## config.mk

```make
export PLATFORM = sky130hd
export DESIGN_NAME = object_dictionary_access_core
export DESIGN_NICKNAME = d
export VERILOG_FILES = /design/src/rtl/oda_pkg.sv /design/src/rtl/oda_match.sv /design/src/rtl/oda_store.sv /design/src/rtl/object_dictionary_access_core.sv
export SDC_FILE = /design/constraint.sdc
export NUM_CORES = 1
export LEC_CHECK = 0
export BUFFER_PORTS_ARGS = -buffer_cell sky130_fd_sc_hd__buf_2
export CORE_ASPECT_RATIO = 1.2
export CORE_MARGIN = 2
export CORE_UTILIZATION = 40
export CTS_CLUSTER_SIZE = 20
export DETAILED_ROUTE_END_ITERATION = 12
export MAX_ROUTING_LAYER = met4
export PLACE_DENSITY_LB_ADDON = 0.2
export SLEW_MARGIN = 20
export SYNTH_ARGS = -nofsm -noshare
export SYNTH_HDL_FRONTEND = slang
export SYNTH_HIERARCHICAL = 1
export SYNTH_SLANG_ARGS = --single-unit
```

## constraint.sdc

```tcl
create_clock -name clk -period 6.4 [get_ports clk]
set_clock_uncertainty 0.2 [all_clocks]
set_input_delay 1.6 -clock clk [delete_from_list [all_inputs] [get_ports clk]]
set_output_delay 1.6 -clock clk [all_outputs]
set_load 0.02 [all_outputs]
```

## src/rtl/oda_pkg.sv

```systemverilog
`timescale 1ns / 1ps
package oda_pkg;

	localparam int TABLE_ROWS = 15;
	localparam logic [15:0] FORWARD_INDEX = 16'h2000;

	localparam logic [1:0] ACC_R  = 2'b01;
	localparam logic [1:0] ACC_W  = 2'b10;
	localparam logic [1:0] ACC_RW = 2'b11;

	localparam logic [2:0] ST_OK     = 3'd0;
	localparam logic [2:0] ST_DENIED = 3'd1;
	localparam logic [2:0] ST_LIMIT  = 3'd2;
	localparam logic [2:0] ST_NONE   = 3'd3;
	localparam logic [2:0] ST_FWD    = 3'd4;

	localparam logic REQ_READ  = 1'b0;
	localparam logic REQ_WRITE = 1'b1;

	typedef struct packed {
		logic               req_type;
		logic [15:0]        entry_index;
		logic [7:0]         entry_sub;
		logic signed [31:0] write_value;
	} req_t;

	typedef struct packed {
		logic [2:0]         status;
		logic signed [31:0] read_value;
		logic [3:0]         index_entries;
	} rsp_t;

	typedef struct packed {
		logic [15:0]        key_index;
		logic [7:0]         key_sub;
		logic [1:0]         access;
		logic               usable;
		logic signed [31:0] def;
		logic signed [31:0] lo;
		logic signed [31:0] hi;
	} od_row_t;

	localparam od_row_t OD_ROWS [TABLE_ROWS] = '{
		'{16'h4000, 8'd0, ACC_W,  1'b1, 32'sd0,      32'sd10, 32'sd1000},
		'{16'h4000, 8'd1, ACC_RW, 1'b1, 32'sd100,    32'sd0,  32'sd100},
		'{16'h4000, 8'd2, ACC_RW, 1'b1, 32'sd0,      32'sd0,  32'sd2},
		'{16'h4001, 8'd0, ACC_W,  1'b1, 32'sd0,      32'sd1,  32'sd104000},
		'{16'h4001, 8'd1, ACC_RW, 1'b1, 32'sd500,    32'sd1,  32'sd2000},
		'{16'h4001, 8'd2, ACC_RW, 1'b1, 32'sd10,     32'sd0,  32'sd2000},
		'{16'h4001, 8'd3, ACC_RW, 1'b1, 32'sd0,      32'sd0,  32'sd2},
		'{16'h4002, 8'd0, ACC_W,  1'b1, 32'sd0,      32'sd1,  32'sd104000},
		'{16'h4002, 8'd1, ACC_RW, 1'b1, 32'sd0,      32'sd0,  32'sd1000},
		'{16'h4002, 8'd2, ACC_RW, 1'b1, 32'sd500,    32'sd1,  32'sd2000},
		'{16'h4002, 8'd3, ACC_RW, 1'b1, 32'sd10,     32'sd0,  32'sd2000},
		'{16'h4003, 8'd0, ACC_W,  1'b1, 32'sd0,      32'sd0,  32'sd250880},
		'{16'h4003, 8'd1, ACC_RW, 1'b1, 32'sd128000, 32'sd0,  32'sd500000},
		'{16'h4003, 8'd2, ACC_RW, 1'b1, 32'sd32000,  32'sd0,  32'sd256000},
		'{16'hFFFF, 8'd0, ACC_R,  1'b0, 32'sd0,      32'sd0,  32'sd0}
	};

endpackage

```

## src/rtl/oda_match.sv

```systemverilog
`timescale 1ns / 1ps
module oda_match #(
	parameter int ROWS = 15
) (
	input  oda_pkg::req_t req,
	output logic [ROWS-1:0] hit_hot,
	output logic [3:0] count
);
	import oda_pkg::*;

	logic [ROWS-1:0] idx_eq;
	logic [ROWS-1:0] full_eq;

	always_comb begin
		for (int i = 0; i < ROWS; i++) begin
			idx_eq[i]  = OD_ROWS[i].usable && (OD_ROWS[i].key_index == req.entry_index);
			full_eq[i] = idx_eq[i] && (OD_ROWS[i].key_sub == req.entry_sub);
		end
	end

	// first matching row wins
	always_comb begin
		logic found;
		found = 1'b0;
		hit_hot = '0;
		for (int i = 0; i < ROWS; i++) begin
			if (full_eq[i] && !found) begin
				hit_hot[i] = 1'b1;
				found = 1'b1;
			end
		end
	end

	always_comb begin
		count = '0;
		for (int i = 0; i < ROWS; i++) begin
			count = count + 4'(idx_eq[i]);
		end
	end

endmodule

```

## src/rtl/oda_store.sv

```systemverilog
`timescale 1ns / 1ps
module oda_store #(
	parameter int ROWS = 15
) (
	input  logic clk,
	input  logic arst_n,
	input  logic en,
	input  oda_pkg::req_t req,
	input  logic [ROWS-1:0] hit_hot,
	input  logic [3:0] count,
	output oda_pkg::rsp_t rsp
);
	import oda_pkg::*;

	logic [31:0] value_q [ROWS];
	logic [1:0] acc;
	logic signed [31:0] lo;
	logic signed [31:0] hi;
	logic [31:0] cur;
	logic hit;
	logic wr;
	logic signed [31:0] wv;

	always_comb begin
		acc = '0;
		lo  = '0;
		hi  = '0;
		cur = '0;
		for (int i = 0; i < ROWS; i++) begin
			if (hit_hot[i]) begin
				acc = acc | OD_ROWS[i].access;
				lo  = lo | OD_ROWS[i].lo;
				hi  = hi | OD_ROWS[i].hi;
				cur = cur | value_q[i];
			end
		end
	end

	assign hit = |hit_hot;
	assign wv  = $signed(req.write_value);

	always_comb begin
		wr = 1'b0;
		rsp.read_value = '0;
		rsp.index_entries = count;
		if (req.entry_index == FORWARD_INDEX) begin
			rsp.status = ST_FWD;
		end else if (!hit) begin
			rsp.status = ST_NONE;
		end else if (req.req_type == REQ_READ) begin
			if (acc[0]) begin
				rsp.status = ST_OK;
				rsp.read_value = $signed(cur);
			end else begin
				rsp.status = ST_DENIED;
			end
		end else if (!acc[1]) begin
			rsp.status = ST_DENIED;
		end else if (wv < lo || wv > hi) begin
			rsp.status = ST_LIMIT;
		end else begin
			rsp.status = ST_OK;
			wr = 1'b1;
		end
	end

	always_ff @(posedge clk or negedge arst_n) begin
		if (!arst_n) begin
			for (int i = 0; i < ROWS; i++) begin
				value_q[i] <= OD_ROWS[i].def;
			end
		end else if (en && wr) begin
			for (int i = 0; i < ROWS; i++) begin
				if (hit_hot[i]) begin
					value_q[i] <= req.write_value;
				end
			end
		end
	end

endmodule

```

## src/rtl/object_dictionary_access_core.sv

```systemverilog
`timescale 1ns / 1ps
// channel  dir  handshake              payload
// req      in   req_valid / req_stall  oda_pkg::req_t
// rsp      out  rsp_valid / rsp_stall  oda_pkg::rsp_t
//
// one beat per cycle unless stalled; accepted requests enter the request register first
// lookup, check and value update all happen between the request and response registers
// reset loads every entry with its default value and empties both registers
// a stalled response holds the request register, which then stalls req
module object_dictionary_access_core #(
	parameter int NUM_ENTRIES = 15
) (
	input  logic clk,
	input  logic arst_n,
	input  logic req_valid,
	output logic req_stall,
	input  oda_pkg::req_t req,
	output logic rsp_valid,
	input  logic rsp_stall,
	output oda_pkg::rsp_t rsp
);
	import oda_pkg::*;

	localparam int ROWS = (NUM_ENTRIES < TABLE_ROWS) ? NUM_ENTRIES : TABLE_ROWS;

	logic valid_s1;
	req_t req_s1;
	logic rsp_valid_q;
	rsp_t rsp_q;
	logic advance;
	logic [ROWS-1:0] hit_hot;
	logic [3:0] count;
	rsp_t rsp_next;

	assign advance   = !rsp_valid_q || !rsp_stall;
	assign req_stall = valid_s1 && !advance;

	always_ff @(posedge clk or negedge arst_n) begin
		if (!arst_n) begin
			valid_s1 <= 1'b0;
		end else if (!req_stall) begin
			valid_s1 <= req_valid;
		end
	end

	always_ff @(posedge clk) begin
		if (!req_stall && req_valid) begin
			req_s1 <= req;
		end
	end

	oda_match #(.ROWS(ROWS)) u_match (
		.req     (req_s1),
		.hit_hot (hit_hot),
		.count   (count)
	);

	oda_store #(.ROWS(ROWS)) u_store (
		.clk     (clk),
		.arst_n  (arst_n),
		.en      (valid_s1 && advance),
		.req     (req_s1),
		.hit_hot (hit_hot),
		.count   (count),
		.rsp     (rsp_next)
	);

	always_ff @(posedge clk or negedge arst_n) begin
		if (!arst_n) begin
			rsp_valid_q <= 1'b0;
		end else if (advance) begin
			rsp_valid_q <= valid_s1;
		end
	end

	always_ff @(posedge clk) begin
		if (advance && valid_s1) begin
			rsp_q <= rsp_next;
		end
	end

	assign rsp_valid = rsp_valid_q;
	assign rsp       = rsp_q;

endmodule

```

Word-level counts from Yosys, hierarchy flattened
Index checks and enable logic that the tools add are counted.
{"block": "word_totals", "ff_bits": 546, "in_bits": 61, "out_inout_bits": 41, "wordCells": 211}
{"block": "op_classes", "add_sub_neg": 13, "order_cmp": 2, "eq_ne": 8, "n_mux": 83, "n_bitwise": 15, "n_reduce_logical": 67}
{"op": "32-bit two-way mux", "n": 14}
{"op": "32-bit bitwise OR", "n": 13}
{"op": "15-bit by 16-bit == test with 1-bit output, first input constant", "n": 4}
{"op": "4-bit by 1-bit adder with 4-bit output", "n": 12}
{"op": "11-bit two-way mux", "n": 4}
{"op": "1-bit two-way mux", "n": 36}
{"op": "18-bit two-way mux", "n": 2}
{"op": "2-bit two-way mux", "n": 18}
{"op": "17-bit two-way mux", "n": 2}
{"op": "32-bit by 20-bit greater-than comparator with 1-bit output", "n": 1}
{"op": "32-bit by 5-bit less-than comparator with 1-bit output", "n": 1}
{"op": "1-bit logical AND", "n": 31}
{"op": "2-bit AND reduction", "n": 14}
{"op": "10-bit two-way mux", "n": 2}
{"op": "19-bit two-way mux", "n": 1}
{"op": "1-bit logical NOT", "n": 17}
{"op": "16-bit by 14-bit == test with 1-bit output, second input constant", "n": 1}
{"op": "2-bit by 8-bit == test with 1-bit output, first input constant", "n": 2}
{"op": "14-bit OR reduction", "n": 1}
{"op": "1-bit by 8-bit == test with 1-bit output, first input constant", "n": 1}
{"op": "8-bit logical NOT", "n": 1}
{"op": "7-bit two-way mux", "n": 1}
{"op": "3-bit two-way mux", "n": 2}
{"op": "4-bit two-way mux", "n": 1}
{"op": "4 further kinds", "n": 6}

Longest topological paths before layout
{"block": "depth", "word_depth": 52, "ltp_mapped": 19}

Hierarchy
The synthesis kept the hierarchy.
{"mod": "oda_store", "n_inst": 1, "cells_per_inst": 1526, "area_each_um2": 20621.0, "seq_area_each_um2": 12050.3}
{"mod": "object_dictionary_access_core", "n_inst": 1, "cells_per_inst": 104, "area_each_um2": 2975.4, "seq_area_each_um2": 2932.8}
{"mod": "oda_match", "n_inst": 1, "cells_per_inst": 45, "area_each_um2": 335.3, "seq_area_each_um2": 0.0}

Least setup slack after synthesis
No wires, ideal clock.
{"block": "synth_path", "path_kind": "in2reg", "start": "input port rsp_stall", "end": "register u_store/value_q[323] (netlist name)", "setup_ns": 0.125, "t_arrival_ns": 6.027, "setup_slack_ns": 0.048, "cell_stages": 6, "n_path_buf": 2, "cell_sequence": "a21boi_0 -> buf_1 -> nand2_2 -> nor4_4 -> buf_2 -> mux2_2"}
{"block": "synth_via", "elab_chain_len": 5}
{"item": "start, declared", "line": "object_dictionary_access_core.sv:19", "text": "input logic rsp_stall,"}
{"item": "1-bit logical NOT", "line": "object_dictionary_access_core.sv:35", "text": "assign advance = !rsp_valid_q || !rsp_stall;"}
{"item": "1-bit logical OR", "line": "object_dictionary_access_core.sv:35"}
{"item": "1-bit logical AND", "line": "object_dictionary_access_core.sv:61", "text": ".en (valid_s1 && advance),"}
{"item": "1-bit logical AND", "line": "oda_store.sv:72", "text": "end else if (en && wr) begin"}
{"item": "2-bit AND reduction (no line)"}
{"item": "end signal, assigned by index", "line": "oda_store.sv:70", "text": "value_q[i] <= OD_ROWS[i].def;"}
{"item": "end signal, assigned by index", "line": "oda_store.sv:75", "text": "value_q[i] <= req.write_value;"}
{"item": "end, declared", "line": "oda_store.sv:15", "text": "logic [31:0] value_q [ROWS];"}
Every way passes these cells.
A chain may end at the register's enable or synchronous reset.

Final worst setup path
{"block": "layout_path", "start": "register req_s1[35] (netlist name)", "end": "register u_store/value_q[416] (netlist name)"}
{"block": "layout_via", "elab_chain_len": 52}
{"item": "start, declared", "line": "object_dictionary_access_core.sv:27", "text": "req_t req_s1;"}
{"item": "start signal, assigned", "line": "object_dictionary_access_core.sv:48", "text": "req_s1 <= req;"}
{"item": "8-bit logical NOT", "line": "oda_match.sv:17", "text": "full_eq[i] = idx_eq[i] && (OD_ROWS[i].key_sub == req.entry_sub);"}
{"item": "1-bit logical AND", "line": "oda_match.sv:17"}
{"item": "1-bit two-way mux", "line": "oda_match.sv:27", "text": "if (full_eq[i] && !found) begin"}
{"item": "1-bit logical NOT", "line": "oda_match.sv:27"}
{"item": "1-bit logical AND", "line": "oda_match.sv:27"}
{"item": "1-bit two-way mux", "line": "oda_match.sv:27"}
{"item": "1-bit logical NOT", "line": "oda_match.sv:27"}
{"item": "1-bit logical AND", "line": "oda_match.sv:27"}
{"item": "(+34 left out)"}
{"item": "named net hit_hot[13]", "line": "object_dictionary_access_core.sv:31", "text": "logic [ROWS-1:0] hit_hot;"}
{"item": "(+2 left out)"}
{"item": "1-bit logical OR", "line": "oda_store.sv:59", "text": "end else if (wv < lo || wv > hi) begin"}
{"item": "1-bit two-way mux", "line": "oda_store.sv:59"}
{"item": "1-bit two-way mux", "line": "oda_store.sv:57", "text": "end else if (!acc[1]) begin"}
{"item": "1-bit two-way mux", "line": "oda_store.sv:50", "text": "end else if (req.req_type == REQ_READ) begin"}
{"item": "1-bit two-way mux *", "line": "oda_store.sv:48", "text": "end else if (!hit) begin"}
{"item": "1-bit two-way mux *", "line": "oda_store.sv:46", "text": "if (req.entry_index == FORWARD_INDEX) begin"}
{"item": "1-bit logical AND *", "line": "oda_store.sv:72"}
{"item": "2-bit AND reduction (no line) *"}
The timed path passes the listed nets; every way through them passes the cells marked *.

==> impl_metrics.toml <==
[outcome]
status = "finished, violations left"
violations = "max-slew violations"

[drt]
routed_wl_mm = 68.9
dr.pass1.iters = 5
drtIter0Drc = 1260
drtAntennaViolNets = 0
post_drt_wl_per_cell_um = 26.6
vias = 14900
drcViolationCount = 0
routed_via_density = 5.76

[pwr]
seqPwrFrac_pct = 51.6
p_per_area_nw_per_um2 = 273
vdd_drop_max_mv = 0.189
p_int_mw = 5.81
switching_share_pct = 21.9
p_switching_mw = 1.63
leakage_nw = 12.5
clkPwrFrac_pct = 45.7
p_comb_share_pct = 2.8

[sta]
holdWs_ns = 0.283
timing.fmax_mhz = 183
hold_viol_final = 0
maxSlewHeadroom_pct = -122
tightest_slew_ns = 3.30
rsz0062_at_grt = "false"
tns_ns = 0
setup_viol_count_final = 0
layout_min_cycle_time_ns = 5.47
final_max_slew_viol_count = 33
min_period_over_period_pct = 85.4

[yosys]
synth_cell_types = 56
synth_edf_count = 96
yosysTopAreaCell = "dfrtp_1"
synth_top_area_share_pct = 47.2
synthTopCellsByArea = "dfrtp_1 (47%), edfxtp_1 (12%), mux2_2 (11%), dfstp_2 (3.4%), and2_1 (2.8%)"
synthFlopType = "dfrtp_1"
ys_async_sr_fraction_pct = 83.4
mappedNetlistNets = 1760
netlist_area_sq_um = 23900
ys_ff_latch = 578
yosysWarnings = 6
synth-seq-area-share_pct = 62.6
postSynthAreaPerCell_sq_um = 14.3
syn_inst = 1675

[critical_path]
path_buf_inv = 1
endpoint_kind = "flop"
r2r_setup_slack_ns = 0.93
max_stage_delay_ns = 0.97
r2r-end = "u_store/value_q[416]$_DFFE_PN0P_"
ff2ff_path_depth = 12
path_max_fanout = 33
crit_required_ns = 6.68
crit_slowest_cell = "or3_2"
path_delay_family = "simple AND/OR/NAND/NOR gates"
cp.arrival_ns = 5.74
r2r_start = "req_s1[35]$_DFFE_PP_"
crit_start = "req_s1[35]$_DFFE_PP_"
cp_cell_sequence = "nor4_2 -> nand4b_1 -> nor2_4 -> nor3_1 -> ha_1 -> nand4_1 -> nor4_1 -> and3b_1 -> o22ai_2 -> buf_4 -> or3_2 -> mux2_2"
worstSetupStartpointType = "flop"
setup.worst_path.class = "reg -> reg"

[clock_network]
clock_path_buffers = 3
cts_buffers = 57
cts_sinks = 578
root_buffer = "clkbuf_16"
path_clk_slew_ns = 0.06
hold_buffers = 0
ctsResizeCount = 0
insertion_delay_ns = 0.62
cts_tree = "built"
cts_setup_buffers = 0
cts_max_level = 2

[placed_design]
dp.cells = 2480
globalplace.congestion = 0.832
placed_area_sq_um = 25300
dp_hpwl_mm = 38.2
portBuffers = 101

[global_routing]
antenna_found_initial = 6
grt_max_degree = 137
grt_remaining_overflow = 0
grt_pass1_wl_mm = 103
grt_use_total_pct = 23.3
grt_pass1_vias = 15700

[die]
die_w_um = 227
dieArea_sq_um = 61800
core-area_sq_um = 59300
rows = 98
start_util_pct = 40.3
pin_count = 102
die_h_um = 272

[worst_hold_path]
min_to = "u_store/value_q[383]$_DFFE_PN0P_"
hold_class = "reg -> reg"
holdPathStages = 1
worstHoldStart = "u_store/value_q[383]$_DFFE_PN0P_"

[finish]
final_area_sq_um = 27300
nFillCells = 5301
fin_cells = 2593
syn2layout_area_growth_pct = 13.9
final_nets = 1824
drive_above_1_share_pct = 33.0

[run]
cap_violations = 0
[cell families after synthesis]
family,Yosys count,share of synthesized area (%)
AO/OA/AOI/OAI,282,9.69
XOR/XNOR,1,0.0366
adder cells (fa/ha/maj),24,1.25
buffers and inverters,165,2.97
flip-flops,578,62.6
multiplexers,285,13.9
other,1,0.0157
AND/OR/NAND/NOR,339,9.48
[layout make-up]
| class | instances | area (sq um) | area share, % |
|---|---|---|---|
| diodes | 6 | 15.0 | 0.0551 |
| clock buffers | 97 | 1790 | 6.58 |
| clock inverters | 10 | 113 | 0.413 |
| inverters | 21 | 78.8 | 0.289 |
| multi-input cells | 932 | 8370 | 30.7 |
| flip-flops and latches | 578 | 15000 | 55.0 |
| well taps | 800 | 1000 | 3.67 |
| repair buffers | 149 | 901 | 3.31 |
[per-stage QoR]
step	setup WS [ns]	total power [mW]	util, %
global route	0.731	7.71	45.9
detailed placement	0.952	4.11	42.7
CTS	0.941	7.53	45.9
finish	0.934	7.44	45.9
global placement	0.994	4.11	42.7
floorplan	0.0482	3.96	-
[power groups by stage]
| stage | Combinational, mW | Sequential, mW | Clock (mW) |
|---|---|---|---|
| after global routing | 0.229 | 3.84 | 3.64 |
| after floorplan | 0.0611 | 3.90 | 0 |
| after global placement | 0.205 | 3.90 | 0 |
| after CTS | 0.209 | 3.84 | 3.48 |
| after detailed placement | 0.208 | 3.90 | 0 |
| final | 0.205 | 3.83 | 3.40 |
[flip-flops by register name, indices dropped and copies added (netlist names)]
signal / cells
rsp_valid: 1
u_store/value_q: 480
valid_s1: 1
req_s1: 57
rsp: 39
[cell usage after synthesis, types with 32 or more instances]
master,count
and2_1,106
nor2b_1,91
clkbuf_1,92
a22o_1,64
a221oi_1,65
a31oi_1,32
mux2_4,34
a22oi_1,64
edfxtp_1,96
mux2_2,240
and3_1,32
a222oi_1,32
dfrtp_1,451
[per-layer routing]
layer / vias to the layer above / routed length [um] / share of wire (%) / global-route usage, %
met4: 0 / 2240 / 3.2 / 8.51
met2: 467 / 34400 / 50 / 38.0
met5: - / 0 / 0 / -
met3: 144 / 3780 / 5.5 / 3.83
li1: 6366 / - / - / -
met1: 7947 / 28400 / 41 / 29.3
[cell usage in the layout (no fill, tap or decap), types with 4 or more instances in the layout]
cell	n
and2_1	105
nor4_1	13
clkbuf_16	59
inv_1	21
nand3_1	11
o21ai_0	7
edfxtp_1	96
buf_4	46
buf_2	100
dfrtp_1	451
nor2b_1	91
clkbuf_1	20
mux2_1	11
mux2_4	34
ha_1	24
clkbuf_8	17
a21oi_1	7
mux2_2	240
nor2_1	10
clkinv_2	6
a22oi_1	64
a22o_1	64
diode_2	6
a221oi_1	65
dfstp_2	31
nand2_1	6
or3_2	6
a31oi_1	32
nor4_4	10
nand4_1	9
and3_1	32
nor2_4	14
nor4_2	4
a222oi_1	32
[worst max path at each step]
stage / end / slack (ns) / cells after the start
finish: u_store/value_q[416]$_DFFE_PN0P_ / 0.93 / 12
global placement: u_store/value_q[256]$_DFFE_PN0P_ / 0.99 / 11
floorplan: u_store/value_q[323]$_DFFE_PN0P_ / 0.05 / 6
detailed placement: u_store/value_q[419]$_DFFE_PN0P_ / 0.95 / 12
CTS: u_store/value_q[419]$_DFFE_PN0P_ / 0.94 / 12
global route: u_store/value_q[420]$_DFFE_PN0P_ / 0.73 / 12
(Power assumes the default switching activity.)
